[src/rtl/pwtd_pkg.sv]
// Shared types, widths and defaults for the PID controller with timestamped derivative.
`timescale 1ns / 1ps
`default_nettype none

package pwtd_pkg;

    // Fixed field widths
    localparam int DATA_W    = 32;
    localparam int TIME_W    = 48;
    localparam int ERR_W     = 33;
    localparam int DE_W      = 34;
    localparam int DERIV_W   = 48;
    localparam int GAIN_W    = 32;
    localparam int CFG_IDX_W = 2;

    // Shared multiplier: 64-bit operands taken in two 32-bit chunks
    localparam int MUL_OP_W  = 64;
    localparam int CHUNK_W   = 32;
    localparam int PROD_W    = 65;
    localparam int ACC_W     = 98;
    localparam int MUL_STEPS = 6;
    localparam int MSEL_W    = 3;

    // Parameter defaults
    localparam int DEF_TICKS_PER_SECOND = 1000000;
    localparam int DEF_FRAC_BITS        = 16;
    localparam int DEF_INTEGRAL_WIDTH   = 48;

    // Configuration register indexes
    typedef enum logic [CFG_IDX_W-1:0] {
        CFG_PROP  = 2'd0,
        CFG_INTEG = 2'd1,
        CFG_DERIV = 2'd2
    } t_cfg_idx;

    // Product terms of the output sum
    typedef enum logic [1:0] {
        TERM_P = 2'd0,
        TERM_I = 2'd1,
        TERM_D = 2'd2
    } t_term;

    // Controller states
    typedef enum logic [3:0] {
        S_IDLE,
        S_ERR,
        S_INT,
        S_ABS,
        S_SCALE,
        S_DIV,
        S_DSAT,
        S_MUL,
        S_MACC,
        S_ROUND,
        S_DONE
    } t_state;

    // Commands from the controller to the datapath
    typedef struct packed {
        logic              load_in;
        logic              calc_err;
        logic              calc_int;
        logic              calc_abs;
        logic              calc_scale;
        logic              div_step;
        logic              calc_dsat;
        logic              mul_issue;
        logic              mul_acc;
        logic [MSEL_W-1:0] mul_sel;
        logic              round;
        logic              finish;
    } t_cmd;

    // Status from the datapath to the controller
    typedef struct packed {
        logic use_deriv;
        logic out_free;
    } t_status;

    // Width of the scaled change in error, which is also the quotient width
    function automatic int f_div_w(input int tps);
        return DE_W + $clog2(tps + 1);
    endfunction

endpackage

`default_nettype wire

[src/rtl/pwtd_ctrl.sv]
// Sequencing state machine for the PID controller.
`timescale 1ns / 1ps
`default_nettype none

module pwtd_ctrl
    import pwtd_pkg::*;
#(
    parameter int TICKS_PER_SECOND = DEF_TICKS_PER_SECOND
) (
    input  wire logic    i_clk,
    input  wire logic    i_rst_n,
    input  wire logic    i_in_valid,
    output logic         o_in_stall,
    input  wire t_status i_status,
    output t_cmd         o_cmd
);

    localparam int DIV_W = f_div_w(TICKS_PER_SECOND);
    localparam int CNT_W = $clog2(DIV_W);

    t_state           r_state, n_state;
    logic [CNT_W-1:0] r_cnt, n_cnt;
    logic             w_div_last;
    logic             w_mul_last;
    logic             w_accept;

    assign o_in_stall = (r_state != S_IDLE);
    assign w_accept   = i_in_valid && !o_in_stall;
    assign w_div_last = (r_cnt == CNT_W'(DIV_W - 1));
    assign w_mul_last = (r_cnt == CNT_W'(MUL_STEPS - 1));

    // Next state
    always_comb begin
        n_state = r_state;
        case (r_state)
            S_IDLE:  if (w_accept) n_state = S_ERR;
            S_ERR:   n_state = S_INT;
            S_INT:   n_state = i_status.use_deriv ? S_ABS : S_MUL;
            S_ABS:   n_state = S_SCALE;
            S_SCALE: n_state = S_DIV;
            S_DIV:   if (w_div_last) n_state = S_DSAT;
            S_DSAT:  n_state = S_MUL;
            S_MUL:   if (w_mul_last) n_state = S_MACC;
            S_MACC:  n_state = S_ROUND;
            S_ROUND: n_state = S_DONE;
            S_DONE:  if (i_status.out_free) n_state = S_IDLE;
            default: n_state = S_IDLE;
        endcase
    end

    // Step counter for the divider and the multiplier, cleared on every state change
    always_comb begin
        if (n_state != r_state) begin
            n_cnt = '0;
        end else begin
            n_cnt = r_cnt + CNT_W'(1);
        end
    end

    // Commands to the datapath
    always_comb begin
        o_cmd = '0;
        case (r_state)
            S_IDLE:  o_cmd.load_in    = w_accept;
            S_ERR:   o_cmd.calc_err   = 1'b1;
            S_INT:   o_cmd.calc_int   = 1'b1;
            S_ABS:   o_cmd.calc_abs   = 1'b1;
            S_SCALE: o_cmd.calc_scale = 1'b1;
            S_DIV:   o_cmd.div_step   = 1'b1;
            S_DSAT:  o_cmd.calc_dsat  = 1'b1;
            S_MUL: begin
                o_cmd.mul_issue = 1'b1;
                o_cmd.mul_sel   = r_cnt[MSEL_W-1:0];
                o_cmd.mul_acc   = (r_cnt != '0);
            end
            S_MACC:  o_cmd.mul_acc    = 1'b1;
            S_ROUND: o_cmd.round      = 1'b1;
            S_DONE:  o_cmd.finish     = i_status.out_free;
            default: o_cmd = '0;
        endcase
    end

    // State registers
    always_ff @(posedge i_clk) begin
        if (!i_rst_n) begin
            r_state <= S_IDLE;
            r_cnt   <= '0;
        end else begin
            r_state <= n_state;
            r_cnt   <= n_cnt;
        end
    end

    // An accepted beat always starts the error step
    a_accept_starts: assert property (@(posedge i_clk) disable iff (!i_rst_n)
        w_accept |=> (r_state == S_ERR))
        else $error("accepted beat did not start the error step");

    // A result is only written when the output register can take it
    a_finish_free: assert property (@(posedge i_clk) disable iff (!i_rst_n)
        o_cmd.finish |-> i_status.out_free)
        else $error("result written over an unread beat");

    // The divider never runs past its quotient width
    a_div_bound: assert property (@(posedge i_clk) disable iff (!i_rst_n)
        (r_state == S_DIV) |-> (int'(r_cnt) < DIV_W))
        else $error("division step count overran");

endmodule

`default_nettype wire

[config.mk]
export PLATFORM = sky130hd
export DESIGN_NAME = pwtd_ctrl
export DESIGN_NICKNAME = d
export VERILOG_FILES = /design/src/rtl/pwtd_pkg.sv /design/src/rtl/pwtd_ctrl.sv
export SDC_FILE = /design/constraint.sdc
export NUM_CORES = 1
export LEC_CHECK = 0
export ABC_AREA = 1
export BUFFER_PORTS_ARGS = -buffer_cell sky130_fd_sc_hd__buf_2
export CAP_MARGIN = 40
export CORE_AREA = 2 2 39 41
export CTS_CLUSTER_DIAMETER = 150
export CTS_CLUSTER_SIZE = 20
export DETAILED_ROUTE_END_ITERATION = 10
export DIE_AREA = 0 0 41 43
export HOLD_SLACK_MARGIN = 0.1
export PLACE_DENSITY = 0.76
export SYNTH_ARGS = -nofsm -noshare
export SYNTH_HDL_FRONTEND = slang
export SYNTH_SLANG_ARGS = --single-unit
export TNS_END_PERCENT = 20
[constraint.sdc]
create_clock -name i_clk -period 3.9 [get_ports i_clk]
set_clock_uncertainty 0.1 [all_clocks]
set_input_delay 0.195 -clock i_clk [delete_from_list [all_inputs] [get_ports i_clk]]
set_output_delay 0.195 -clock i_clk [all_outputs]
set_load 0.005 [all_outputs]
==> metrics.md <==
| Metric | Value |
|---|---|
| Initial Util | 47.2% |
| Post-Route WL | 1450 µm |
| Ranking of synthesized cells by area | dfxtp_1 31%, nor2_1 11%, inv_1 11% |
| Starting DRT DRC Count | 25 |
| Total congestion overflow | 0 |
| RSZ-0062 raised after global routing | no |
| Final hold vios | 0 |
| Register area share after synthesis | 30.7% |
| CTS root buf | clkbuf_4 |
| Core area | 0.00138 mm² |
| Critical Path, Cell by Cell | nand2_2, nor2_4, inv_1, nor2_1, buf_2 |
| Die area | 0.00176 mm² |
| CTS-repair resized insts | 0 |
| Mean post-synth cell area | 6.40 µm² |
| CTS tree | done |
| Layout cells sized above 1 | 24.8% |
| Cell family with most CP delay | flip-flops |
| Compound-cell area share of the yosys netlist | 6.51% |
| # H-tree levels | 1 |
| Post-synthesis mux area share | 0% |
| P_leak | 0.457 nW |
| Antenna Nets Post-Route | 0 |
| CTS Buf Count | 3 |
| Setup-failing EPs final | 0 |
| Worst skew pair latency | 0.27 ns |
| Setup Total Neg Slack | 0 ns |
| Kind of critical path | reg -> out |
| Element type at the critical path start | register |
| Cell area after synthesis | 653 µm² |
| Fin crit share | 41.2% |
| Hold WS | 0.146 ns |
| First-pass GRT wire length | 2420 µm |
| DRC viols | 0 |
| Ys Warns | 0 |
| I/O Buffers | 19 |
| Tmin final | 1.61 ns |
| Layout area overhead | 23.2% |
| Hpwl dp | 1140 µm |
| DRT Pass-1 Iters | 4 |
| Leading area contributor after synthesis | dfxtp_1 |
| Peak Freq | 0.622 GHz |
| Tightest Pin Transition | 0.275 ns |
| Register Area | 200 µm² |
| Filler cells | 148 |
| Simple-gate area share of the yosys netlist | 39.7% |
| Max-cap violations | 0 |
| Die height | 43 µm |
| Top cell type's share of synthesized area | 30.7% |
| Cell variety after synth | 22 |
| Max FO, Critical Path | 7 |
| CP bufs+invs | 2 |
| PwrDens | 484 mW/mm² |
| Critical Path RT | 3.61 ns |
| Max VDD drop | 0.243 mV |
| Post-synthesis net count | 110 |
| Largest family of logic cells by synthesized area | simple AND/OR/NAND/NOR gates |
| Routability cong. | 0.889 |
| Sink Count | 10 |
| Post-synthesis register bit count | 10 |
| Vias in the first global route | 608 |
| Slew Viols, Final | 0 |
| Max clock buf depth | 2 |
| Routed length per placed instance | 10.3 µm |
| Synth Area in Adders | 5.75% |
| HP Class | in -> reg |
| Worst Path Arrival | 1.31 ns |
| CP max stage cell | dfxtp_1 |
| CTS Hold Bufs | 0 |
| CTS clk-pin slew, worst paths | 0.08 ns |
| Mapped Cells | 102 |
| ANT cells | 0 |
| Antenna violations before repair | 0 |
| FF-to-FF setup slack | 2.30 ns |
| Endpoint class of the critical path | output pin |
| Post-CTS Setup Inserts | 0 |
| Tot GR Track Use | 19.8% |
| Xor-xnor portion of the synthesized cell area | 5.36% |
| Nets | 134 |
| DR vias | 689 |
| Largest net degree at the start of global routing | 8 |
| Die width | 41 µm |
| Status | complete, no violations |
| # rows | 14 |
| Vias per cell | 4.89 |
| Critical Path Max Stage Delay | 0.47 ns |
| Top Ports | 20 |
| Slew margin rel. | 81.6% |
| Multi-input gate area | 374 µm² |
-- flip-flops by register name, indices dropped and copies added (netlist names) --
register,cells
r_cnt,6
r_state,4
-- tightest hold or removal path, delay by kind of cell --
| family | cells | cell delay, ns |
|---|---|---|
| buf+inv | 2 | 0.18 |
| simple gates | 1 | 0.11 |
-- cells in the mapped netlist (all sizes together) --
cell	number
xnor2	1
inv	21
a21oi	2
o21bai	1
nor3	4
o21ai	3
dfxtp	10
nand2	20
nand4	3
a31oi	1
nor2	22
ha	3
nand3b	1
nand3	7
xor2	3
-- report_power, final --
part           total [mW]  leakage [nW]  internal, mW  switching, mW
Sequential          0.145        0.0813         0.120         0.0246
Clock              0.0961        0.0210        0.0567         0.0394
Combinational       0.149         0.355        0.0588         0.0899
Total               0.389         0.457         0.235          0.154
-- stage by stage --
step	util, %	std cells	setup slack, ns	cell area (µm²)	power (mW)
after floorplan	-	102	2.50	653	0.248
after global placement	55.5	137	2.39	768	0.292
after detailed placement	55.5	137	2.36	768	0.297
after CTS	58.1	141	2.27	805	0.393
after global routing	58.1	141	2.12	805	0.425
final	58.1	141	2.29	805	0.389
-- logic make-up (layout without fill, tap and decap cells) --
family          count (synthesis)  after routing
xor+xnor                        4              4
compound gates                  7              7
simple gates                   57             57
flops                          10             10
buf+inv                        21             44
fa+ha+maj                       3              3
-- area by class of cell --
class | count | share of cell area (%)
multi-input combinational | 71 | 46.5
sequential | 10 | 24.9
timing repair buffer | 19 | 11.8
inverter | 21 | 9.80
clock buffer | 4 | 4.51
tap | 16 | 2.49
-- routing by layer --
layer	share of wire [%]	GRT usage [%]
met3	4.6	4.71
met1	45	25.2
met4	0	6.00
met2	51	31.6
met5	0	0
-- final timing paths --
kind | start | end | cells after the start
max reg2reg | r_cnt[1]$_SDFF_PP0_ | r_cnt[0]$_SDFF_PP0_ | 8
min reg2reg | r_cnt[0]$_SDFF_PP0_ | r_cnt[0]$_SDFF_PP0_ | 1
min | i_rst_n | r_state[3]$_SDFF_PN0_ | 3
max | r_state[0]$_SDFF_PN0_ | o_cmd[4] | 5
-- cells in the final DEF, fill, tap and decap left out, drive strengths merged --
master and n:
nor3 4, buf 19, a21oi 2, clkbuf 4, ha 3, nor2 22, nand3b 1, inv 21
xnor2 1, o21ai 3, nand3 7, o21bai 1, nand4 3, xor2 3, a31oi 1, nand2 20
dfxtp 10
(Power assumes the default switching activity.)
